$ cat src/sv/dvrt_ram.sv
`timescale 1ns / 1ps

module dvrt_ram #(
    parameter int WIDTH = 8,
    parameter int DEPTH = 2
) (
    input  logic                                   clk,
    input  logic                                   wr_en,
    input  logic [(DEPTH > 1 ? $clog2(DEPTH) : 1)-1:0] wr_addr,
    input  logic [WIDTH-1:0]                       wr_data,
    input  logic [(DEPTH > 1 ? $clog2(DEPTH) : 1)-1:0] rd_addr,
    output logic [WIDTH-1:0]                       rd_data
);

    logic [WIDTH-1:0] mem [DEPTH];
    logic [WIDTH-1:0] rd_data_reg;

    always_ff @(posedge clk)
    begin
        if (wr_en)
        begin
            mem[wr_addr] <= wr_data;
        end
        rd_data_reg <= mem[rd_addr];
    end

    assign rd_data = rd_data_reg;

endmodule

$ cat config.mk
export PLATFORM = sky130hd
export DESIGN_NAME = dvrt_ram
export DESIGN_NICKNAME = d
export VERILOG_FILES = /design/src/sv/dvrt_ram.sv
export SDC_FILE = /design/constraint.sdc
export NUM_CORES = 1
export LEC_CHECK = 0
export BUFFER_PORTS_ARGS = -buffer_cell sky130_fd_sc_hd__buf_4
export CORE_MARGIN = 2
export CORE_UTILIZATION = 48
export CTS_CLUSTER_DIAMETER = 200
export DETAILED_ROUTE_END_ITERATION = 8
export PLACE_DENSITY = 0.73
export SYNTH_ARGS = -nofsm -noshare
export SYNTH_HDL_FRONTEND = slang
export SYNTH_SLANG_ARGS = --single-unit
$ cat constraint.sdc
create_clock -name clk -period 1.3 [get_ports clk]
set_input_delay 0.195 -clock clk [delete_from_list [all_inputs] [get_ports clk]]
set_output_delay 0.195 -clock clk [all_outputs]
set_load 0.05 [all_outputs]
## Word level (Yosys, flattened, before mapping)

Memories as Yosys holds them, arrays and structs flattened. A register that Yosys moved wholly into a read port is not among the register bits.
Index checks and enable logic that the tools add are counted.

| word-level totals | value |
|---|---|
| bits in registers | 0 |
| RAM bits | 16 |
| input port bits | 12 |
| output and inout bits | 8 |
| memories | 1 |

Memories:

| name | words | bits a word | read ports | clocked after Yosys merged registers in | wr ports | line | text |
|---|---|---|---|---|---|---|---|
| mem | 2 | 8 | 1 | 1 | 1 | 15 | `logic [WIDTH-1:0] mem [DEPTH];` |

| cells by class | value |
|---|---|
| multiplexer cells | 2 |

Operators by type and width:

| cell | count |
|---|---|
| 2-to-1 mux 1 bit | 2 |

## Logic depth before layout (Yosys ltp)

Gate-level depths: netlist of run 1.

| logic depth | value |
|---|---|
| word-level depth | 2 |
| gate-level depth with buffers | 2 |

## Least setup slack after synthesis of run 1

No wires, ideal clock.

| path | value |
|---|---|
| kind | input to register |
| start | input wr_en |
| end | memory mem[0][0] (enable) |
| data arrival time | 0.615 ns |
| data required time | 0.927 ns |
| setup slack | 0.312 ns |
| cell stages on the path | 1 |
| buffers on the path | 0 |
| cells stage by stage | nor2b_1 |

| between the ends | value |
|---|---|
| word-level cells in the longest chain between the ends | 2 |

RTL lines:

| what | line | text |
|---|---|---|
| start, declared | 8 | `input logic wr_en,` |
| 2-to-1 mux 1 bit | 20 | `if (wr_en)` |
| 2-to-1 mux 1 bit (not written as such) | 22 | `mem[wr_addr] <= wr_data;` |
| end, declared | 15 |  |

No other way between the ends.

## Worst setup path after layout of run 1

| path | value |
|---|---|
| start | register rd_data_reg[6] (netlist: rd_data[6]) (read register of mem) |
| end | output rd_data[6] |

RTL lines:

| what | line | text |
|---|---|---|
| start, declared | 16 | `logic [WIDTH-1:0] rd_data_reg;` |
| end, declared | 12 | `output logic [WIDTH-1:0] rd_data` |

No word-level cell between the ends.

==> results of run 1 <==
final cells by class:
class | count | area share, %
multi-input combinational | 10 | 13.32
tap | 16 | 2.010
clock inverter | 1 | 3.015
timing repair buffer | 20 | 15.08
sequential | 24 | 64.32
clock buffer | 3 | 2.261
power breakdown:
group          leakage (nW)  switching (W)  total [W]  internal [W]
combinational         0.167       0.000117   0.000203     0.0000857
clock                0.0279       0.000204   0.000515      0.000311
sequential            0.218      0.0000136   0.000887      0.000874
total                 0.413       0.000334    0.00160       0.00127
final timing paths:
kind	from	end	slack, ns	cells after the start
worst max-delay path	rd_data[6]	rd_data[6]	0.29	1
worst min-delay path	wr_data[6]	mem[1][6]	0.06	1
worst min register to register	mem[1][1]	rd_data[1]	0.49	1
worst max register to register	mem[0][0]	rd_data[0]	0.53	1
cells in the final DEF (no fill, tap or decap):
cell type,count
and2_1,1
dfxtp_1,8
clkbuf_4,3
mux2_4,8
nor2b_1,1
bufinv_16,1
edfxtp_1,16
buf_4,20
routing by layer:
metal  vias to the layer above  part of all wire (%)
met2                        14                    58
li1                        174                     -
met4                         0                     0
met5                         -                     0
met1                       170                    35
met3                         0                   7.1
through the flow:
| step | power (W) | area [µm²] |
|---|---|---|
| after CTS | 0.001614 | 996.0 |
| after global placement | 0.001106 | 943.4 |
| after floorplan | 0.001038 | 784.5 |
| after global routing | 0.001648 | 996.0 |
| after detailed placement | 0.001109 | 943.4 |
| final | 0.001605 | 996.0 |
logic make-up (layout without fill, tap and decap cells):
kind of cell,count (synthesis),in the layout,share of synthesized area [%]
flip-flops,24,24,81.66
AND/OR/NAND/NOR,2,2,1.596
multiplexers,8,8,15.31
buffers and inverters,1,24,1.435
==> results.json, run 1 <==
{
  "status": "finished clean",
  "rsz0062_at_grt": "no",
  "cpPeakStageDelay_ns": 0.33,
  "tightestPinTransition_ns": 0.3792,
  "grt_overflow_total": 0,
  "drc": 0,
  "critPathSlowestCell": "dfxtp_1",
  "synth_nets": 47,
  "grt_pass1_wl_mm": 1.407,
  "synth_area_leaders": "edfxtp_1 (61%), dfxtp_1 (20%), mux2_4 (15%)",
  "yosysUniqueCellTypes": 6,
  "clkSinkCount": 24,
  "vias": 358,
  "dr.pass1.iters": 4,
  "fillers": 105,
  "avgSynthCellArea_um2": 22.41,
  "clock-root-buffer": "clkbuf_4",
  "slew_headroom_pct": 74.72,
  "wl_um": 932,
  "fp.dieArea_um2": 1974,
  "drtIter0Drc": 14,
  "cts_hold_buf": 0,
  "slew_violations": 0,
  "grt_pass1_vias": 347,
  "max_freq_mhz": 985.7,
  "port_buffers": 19,
  "hold_class": "primary input to flop",
  "yosysTopAreaCell": "edfxtp_1",
  "gp_congestion": 0.6418,
  "instances_no_fill": 74,
  "clk_transition_reported_paths_ns": 0.13,
  "row_count": 14,
  "final.setup.tns_ns": 0,
  "multi_input_area_um2": 132.6,
  "via_per_inst": 4.838,
  "worst-path-buf-inv": 1,
  "grtUsageMet2_pct": 19.41,
  "antenna_found_initial": 0,
  "layout.nets": 71,
  "async_reset_ff_share_pct": 0,
  "area_growth_pct": 26.95,
  "post-cts-setup-buffers": 0,
  "ios": 20,
  "finalHoldViolations": 0,
  "dp.cells": 70,
  "seq_area_frac_synth_pct": 81.66,
  "synth-edff-count": 16,
  "initial_core_util_pct": 51.48,
  "critical_path_class": "flop to output pin",
  "crit_family": "flip-flops",
  "antenna_cells": 0,
  "fp.dieH_um": 44.43,
  "synthCells": 35,
  "end_kind": "output pin",
  "cts_max_path_buffers": 2,
  "crit_fanout": 1,
  "grt_max_degree": 15,
  "clk_latency_ns": 0.30,
  "cts_resized": 0,
  "die_w_um": 44.43,
  "arrival_ns": 0.82,
  "pre_cts_ws_ns": 0.2976,
  "wl_per_cell_um": 12.59,
  "antenna_left": 0,
  "coreArea_um2": 1524,
  "yosys.cell_count.top_type": "edfxtp_1",
  "fin_worst_skew_ns": 0.007163,
  "htree_levels": 1,
  "synth.top_cell.area_share_pct": 61.24,
  "whs_ns": 0.06461,
  "cp-start-kind": "flop",
  "setup_ws_ns": 0.2855,
  "max-vdd-ir-drop_mv": 1.079,
  "cap_violations": 0,
  "setup_violations": 0,
  "crit_required_ns": 1.11,
  "synthesis.area_um2": 784.5,
  "leakage_nw": 0.4126,
  "largest_reg_flops": 16,
  "grt-busiest-layer": "met2",
  "grt_use_met1_pct": 11.11,
  "crit_chain": "buf_4",
  "yosys_warnings": 0,
  "fin_util_pct": 65.35,
  "period_minus_slack_ns": 1.015,
  "synth_ff_type": "edfxtp_1",
  "use_met3_pct": 2.857,
  "cts_tree": "done",
  "p_per_area_nw_per_um2": 1611,
  "track_usage_pct": 10.39,
  "drive_above_1_share_pct": 55.17,
  "cts_made_buffers": 3,
  "seq_area_um2": 640.6,
  "synthTopCellsByCount": "edfxtp_1 (16), dfxtp_1 (8), mux2_4 (8)",
  "synth-seq-cells": 24,
  "min_period_over_period_pct": 78.04
}
No activity file was read; power rests on OpenSTA's default activity.
==> inputs of run 2 (changes only) <==
- ABC_AREA: default -> 1
- PLACE_DENSITY: 0.73 -> 0.74
- clock period: 1.3 -> 1.1 ns (I/O delays scaled with it)
==> run 2 against run 1 <==
Net effect: synthesized area shrank 3.0%; sequential power rose by 18%; via count rose by 15%; synthesized cell count grew 54%; global-route usage rose by 1.4 points; clock-buffer cell count unchanged; sequential share of layout area rose by 3.7 points; worst setup slack got worse by 0.16 ns; clock skew decreased by 0.0065 ns; critical path type unchanged.
==> results.json, run 2 <==
{
  "via_per_inst": 4.467,
  "htree_levels": 1,
  "synthTopCellsByCount": "nand2_1 (25), edfxtp_1 (16), dfxtp_1 (8)",
  "ios": 20,
  "async_reset_ff_share_pct": 0,
  "wl_per_cell_um": 10.51,
  "cts_tree": "done",
  "period_minus_slack_ns": 0.9728,
  "status": "finished clean",
  "max_freq_mhz": 1028,
  "max-vdd-ir-drop_mv": 0.8192,
  "multi_input_area_um2": 97.59,
  "clock-root-buffer": "clkbuf_4",
  "clk_latency_ns": 0.29,
  "end_kind": "output pin",
  "instances_no_fill": 92,
  "area_growth_pct": 23.85,
  "setup_violations": 0,
  "wl_um": 967,
  "cts_made_buffers": 3,
  "cp-start-kind": "flop",
  "arrival_ns": 0.81,
  "largest_reg_flops": 16,
  "worst-path-buf-inv": 1,
  "seq_area_frac_synth_pct": 84.21,
  "grt_overflow_total": 0,
  "antenna_left": 0,
  "fp.dieArea_um2": 1919,
  "synth-edff-count": 16,
  "hold_class": "primary input to flop",
  "yosys.cell_count.top_type": "nand2_1",
  "drive_above_1_share_pct": 31.58,
  "synth.top_cell.area_share_pct": 63.16,
  "crit_required_ns": 0.94,
  "slew_headroom_pct": 80.07,
  "leakage_nw": 0.4204,
  "track_usage_pct": 11.80,
  "final.setup.tns_ns": 0,
  "dp.cells": 89,
  "cpPeakStageDelay_ns": 0.33,
  "layout.nets": 90,
  "clk_transition_reported_paths_ns": 0.11,
  "cap_violations": 0,
  "seq_area_um2": 640.6,
  "crit_fanout": 1,
  "fin_worst_skew_ns": 0.0007105,
  "synthesis.area_um2": 760.7,
  "finalHoldViolations": 0,
  "dr.pass1.iters": 4,
  "yosys_warnings": 0,
  "synth_area_leaders": "edfxtp_1 (63%), dfxtp_1 (21%), nand2_1 (12%)",
  "grt_pass1_wl_mm": 1.545,
  "drc": 0,
  "min_period_over_period_pct": 88.44,
  "p_per_area_nw_per_um2": 1709,
  "cts_hold_buf": 0,
  "die_w_um": 43.81,
  "layout_common_cells": "nand2_1 (25), buf_4 (20), edfxtp_1 (16)",
  "postPlaceCellArea_um2": 919.6,
  "grt_max_degree": 13,
  "gp_congestion": 0.6376,
  "critPathSlowestCell": "dfxtp_1",
  "design_area_um2": 942.2,
  "row_count": 14,
  "fillers": 118,
  "crit_family": "flip-flops",
  "final_common_cell": "nand2_1",
  "clkSinkCount": 24,
  "rsz0062_at_grt": "no",
  "coreArea_um2": 1489,
  "synth_nets": 66,
  "initial_core_util_pct": 51.09,
  "synth-seq-cells": 24,
  "cts_max_path_buffers": 2,
  "slew_violations": 0,
  "port_buffers": 19,
  "crit_chain": "buf_4",
  "post-cts-setup-buffers": 0,
  "antenna_cells": 0,
  "fp.dieH_um": 43.81,
  "avgSynthCellArea_um2": 14.09,
  "yosysTopAreaCell": "edfxtp_1",
  "drtIter0Drc": 6,
  "yosysUniqueCellTypes": 7,
  "tightestPinTransition_ns": 0.2986,
  "antenna_found_initial": 0,
  "synth_ff_type": "edfxtp_1",
  "cts_resized": 0,
  "pre_cts_ws_ns": 0.2266,
  "setup_ws_ns": 0.1272,
  "vias": 411,
  "grt_pass1_vias": 375,
  "synthCells": 54,
  "critical_path_class": "flop to output pin"
}
[run 2: power by group]
group          total, W  internal (W)  switching [W]
sequential      0.00105       0.00103      0.0000164
clock          0.000348      0.000127       0.000220
combinational  0.000215     0.0000726       0.000142
[run 2: cell type report]
| class | count | area share (%) |
|---|---|---|
| Inverter | 3 | 1.195 |
| Tap cell | 16 | 2.125 |
| Sequential cell | 24 | 67.99 |
| Multi-Input combinational cell | 26 | 10.36 |
| Clock buffer | 3 | 2.390 |
| Timing Repair Buffer | 20 | 15.94 |
[run 2: path summary, 6_finish.rpt]
| path | cells past startpoint | startpoint | slack, ns | endpoint |
|---|---|---|---|---|
| worst max register to register | 2 | mem[1][1] | 0.49 | rd_data[1] |
| worst min-delay path | 1 | wr_data[1] | 0.04 | mem[1][1] |
| worst max-delay path | 1 | rd_data[1] | 0.13 | rd_data[1] |
| worst min register to register | 2 | mem[0][4] | 0.45 | rd_data[4] |
[run 2: metrics by stage]
stage	hold slack [ns]	power (W)	utilization (%)
global placement	0.3520	0.001282	61.76
finish	0.04463	0.001610	63.28
CTS	0.02980	0.001634	63.28
detailed placement	0.3530	0.001287	61.76
floorplan	0.2639	0.001201	-
global route	0.03088	0.001671	63.28
[run 2: kinds of logic after synthesis]
| family | share of synthesized area, % |
|---|---|
| and+or+nand+nor | 12.83 |
| DFF | 84.21 |
| buffers and inverters | 2.960 |
[run 2: layer usage]
metal	track usage [%]	up-vias	part of all wire (%)
li1	-	220	-
met1	14.33	177	40
met2	17.35	12	54
met3	2.500	2	5.1
met4	10.91	0	1.4
met5	0	-	0
[run 2: worst register-to-register path: cells and delay by family, from the launching register on]
kind	cells	cell delay (ns)
flops	1	0.40
simple gates	2	0.13
==> inputs of run 3 (changes only) <==
- CELL_PAD_IN_SITES_DETAIL_PLACEMENT: default -> 0
- CELL_PAD_IN_SITES_GLOBAL_PLACEMENT: default -> 1
- CORE_ASPECT_RATIO: default -> 1.4
- CORE_UTILIZATION: 48 -> 39
- PLACE_DENSITY: 0.74 -> default
- PLACE_DENSITY_LB_ADDON: default -> 0.1
==> run 3 against run 2 <==
Net effect: maximum frequency decreased by 1.7%; clock skew is essentially flat; largest power group unchanged; final area rose by 0.53%; highest routed layer is now met3; largest cell class unchanged; utilization decreased by 11 points; routed wire length up 2.8%; clock power increased by 1%; die area up 21%.
==> results.json, run 3 (synthesis results as in run 2) <==
{
  "status": "finished clean",
  "end_kind": "output pin",
  "dp.cells": 93,
  "cts_tree": "done",
  "r2r_cells": 2,
  "cts_hold_buf": 0,
  "cts_max_path_buffers": 2,
  "final.setup.tns_ns": 0,
  "grt_max_degree": 13,
  "wl_um": 994,
  "crit_family": "flip-flops",
  "p_per_area_nw_per_um2": 1706,
  "arrival_ns": 0.82,
  "period_minus_slack_ns": 0.9892,
  "drc": 0,
  "critical_path_class": "flop to output pin",
  "hold_class": "primary input to flop",
  "die_w_um": 41.33,
  "via_per_inst": 4.375,
  "drive_above_1_share_pct": 31.58,
  "finalHoldViolations": 0,
  "clkSinkCount": 24,
  "post-cts-setup-buffers": 0,
  "fin_worst_skew_ns": 0.0007932,
  "crit_fanout": 1,
  "largest_reg_flops": 16,
  "worst-path-buf-inv": 1,
  "whs_ns": 0.04201,
  "antenna_cells": 0,
  "max_freq_mhz": 1011,
  "cap_violations": 0,
  "cpPeakStageDelay_ns": 0.34,
  "port_buffers": 19,
  "critPathSlowestCell": "dfxtp_1",
  "timing.rr.end": "rd_data[3]",
  "grt_pass1_wl_mm": 1.628,
  "fp.dieH_um": 56.26,
  "setup_violations": 0,
  "ios": 20,
  "cts_resized": 0,
  "clk_transition_reported_paths_ns": 0.12,
  "rsz0062_at_grt": "no",
  "fin_util_pct": 52.57,
  "coreArea_um2": 1802,
  "layout.nets": 90,
  "antenna_left": 0,
  "track_usage_pct": 10.06,
  "instances_no_fill": 96,
  "clk_latency_ns": 0.30,
  "layout_common_cells": "nand2_1 (25), buf_4 (20), edfxtp_1 (16)",
  "wl_per_cell_um": 10.35,
  "final_common_cell": "nand2_1",
  "crit_chain": "buf_4",
  "ff2ff_setup_slack_ns": 0.49,
  "antenna_found_initial": 0,
  "slew_violations": 0,
  "hold_start": "wr_data[3]",
  "max-vdd-ir-drop_mv": 0.7420,
  "multi_input_area_um2": 97.59,
  "initial_core_util_pct": 42.22,
  "row_count": 18,
  "r2r_start": "mem[0][3]",
  "fp.dieArea_um2": 2325,
  "vias": 420,
  "area_growth_pct": 24.51,
  "htree_levels": 1,
  "clock-root-buffer": "clkbuf_4",
  "grt_overflow_total": 0,
  "grt_pass1_vias": 414,
  "min_period_over_period_pct": 89.93,
  "holdPathEnd": "mem[0][3]",
  "cp-start-kind": "flop",
  "leakage_nw": 0.4204,
  "tightestPinTransition_ns": 0.2997,
  "holdPathStages": 1,
  "dr.pass1.iters": 1,
  "crit_required_ns": 0.94,
  "slew_headroom_pct": 80.00,
  "cts_made_buffers": 3,
  "seq_area_um2": 640.6,
  "gp_congestion": 0.6119,
  "fillers": 170,
  "drtIter0Drc": 0
}
## run 3: cell counts in the layout (fill, tap and decap cells not counted)
No cell type changed its count.
## run 3: how the worst max path moves through the flow
stage                       to  slack, ns       start  depth (start not counted)
floorplan            mem[0][0]       0.18       wr_en                          2
global placement     mem[1][7]       0.24     wr_addr                          3
detailed placement   mem[1][7]       0.23     wr_addr                          3
CTS                 rd_data[3]       0.09  rd_data[3]                          1
global route        rd_data[2]       0.07  rd_data[2]                          1
finish              rd_data[3]       0.11  rd_data[3]                          1
## run 3: where the power goes
part / switching [W] / total, W / leakage, nW / internal (W)
sequential: 0.0000154 / 0.00105 / 0.218 / 0.00103
clock: 0.000226 / 0.000353 / 0.0138 / 0.000127
combinational: 0.000144 / 0.000216 / 0.189 / 0.0000727
## run 3: per-layer routing
layer | GRT usage [%] | part of all wire (%) | vias to the layer above
met3 | 2.372 | 6.8 | 0
li1 | - | - | 219
met2 | 16.29 | 53 | 16
met5 | 0 | 0 | -
met4 | 4.147 | 0 | 0
met1 | 12.10 | 40 | 185
## run 3: cell type report
class | instances | area share [%]
Clock buffer | 3 | 2.378
Inverter | 3 | 1.189
Multi-Input combinational cell | 26 | 10.30
Sequential cell | 24 | 67.64
Tap cell | 20 | 2.642
Timing Repair Buffer | 20 | 15.85
## run 3: worst register-to-register path, cell delays in order (launching register included)
cell and delay, ns:
edfxtp_1 0.39, nand2_1 0.07, nand2_1 0.05
## run 3: through the flow
stage | total power (W) | worst slack [ns] | area, µm²
final | 0.001616 | 0.1108 | 947.2
after global routing | 0.001689 | 0.06671 | 947.2
after CTS | 0.001638 | 0.09420 | 947.2
after detailed placement | 0.001288 | 0.2281 | 924.6
after global placement | 0.001285 | 0.2383 | 924.6
after floorplan | 0.001201 | 0.1751 | 760.7
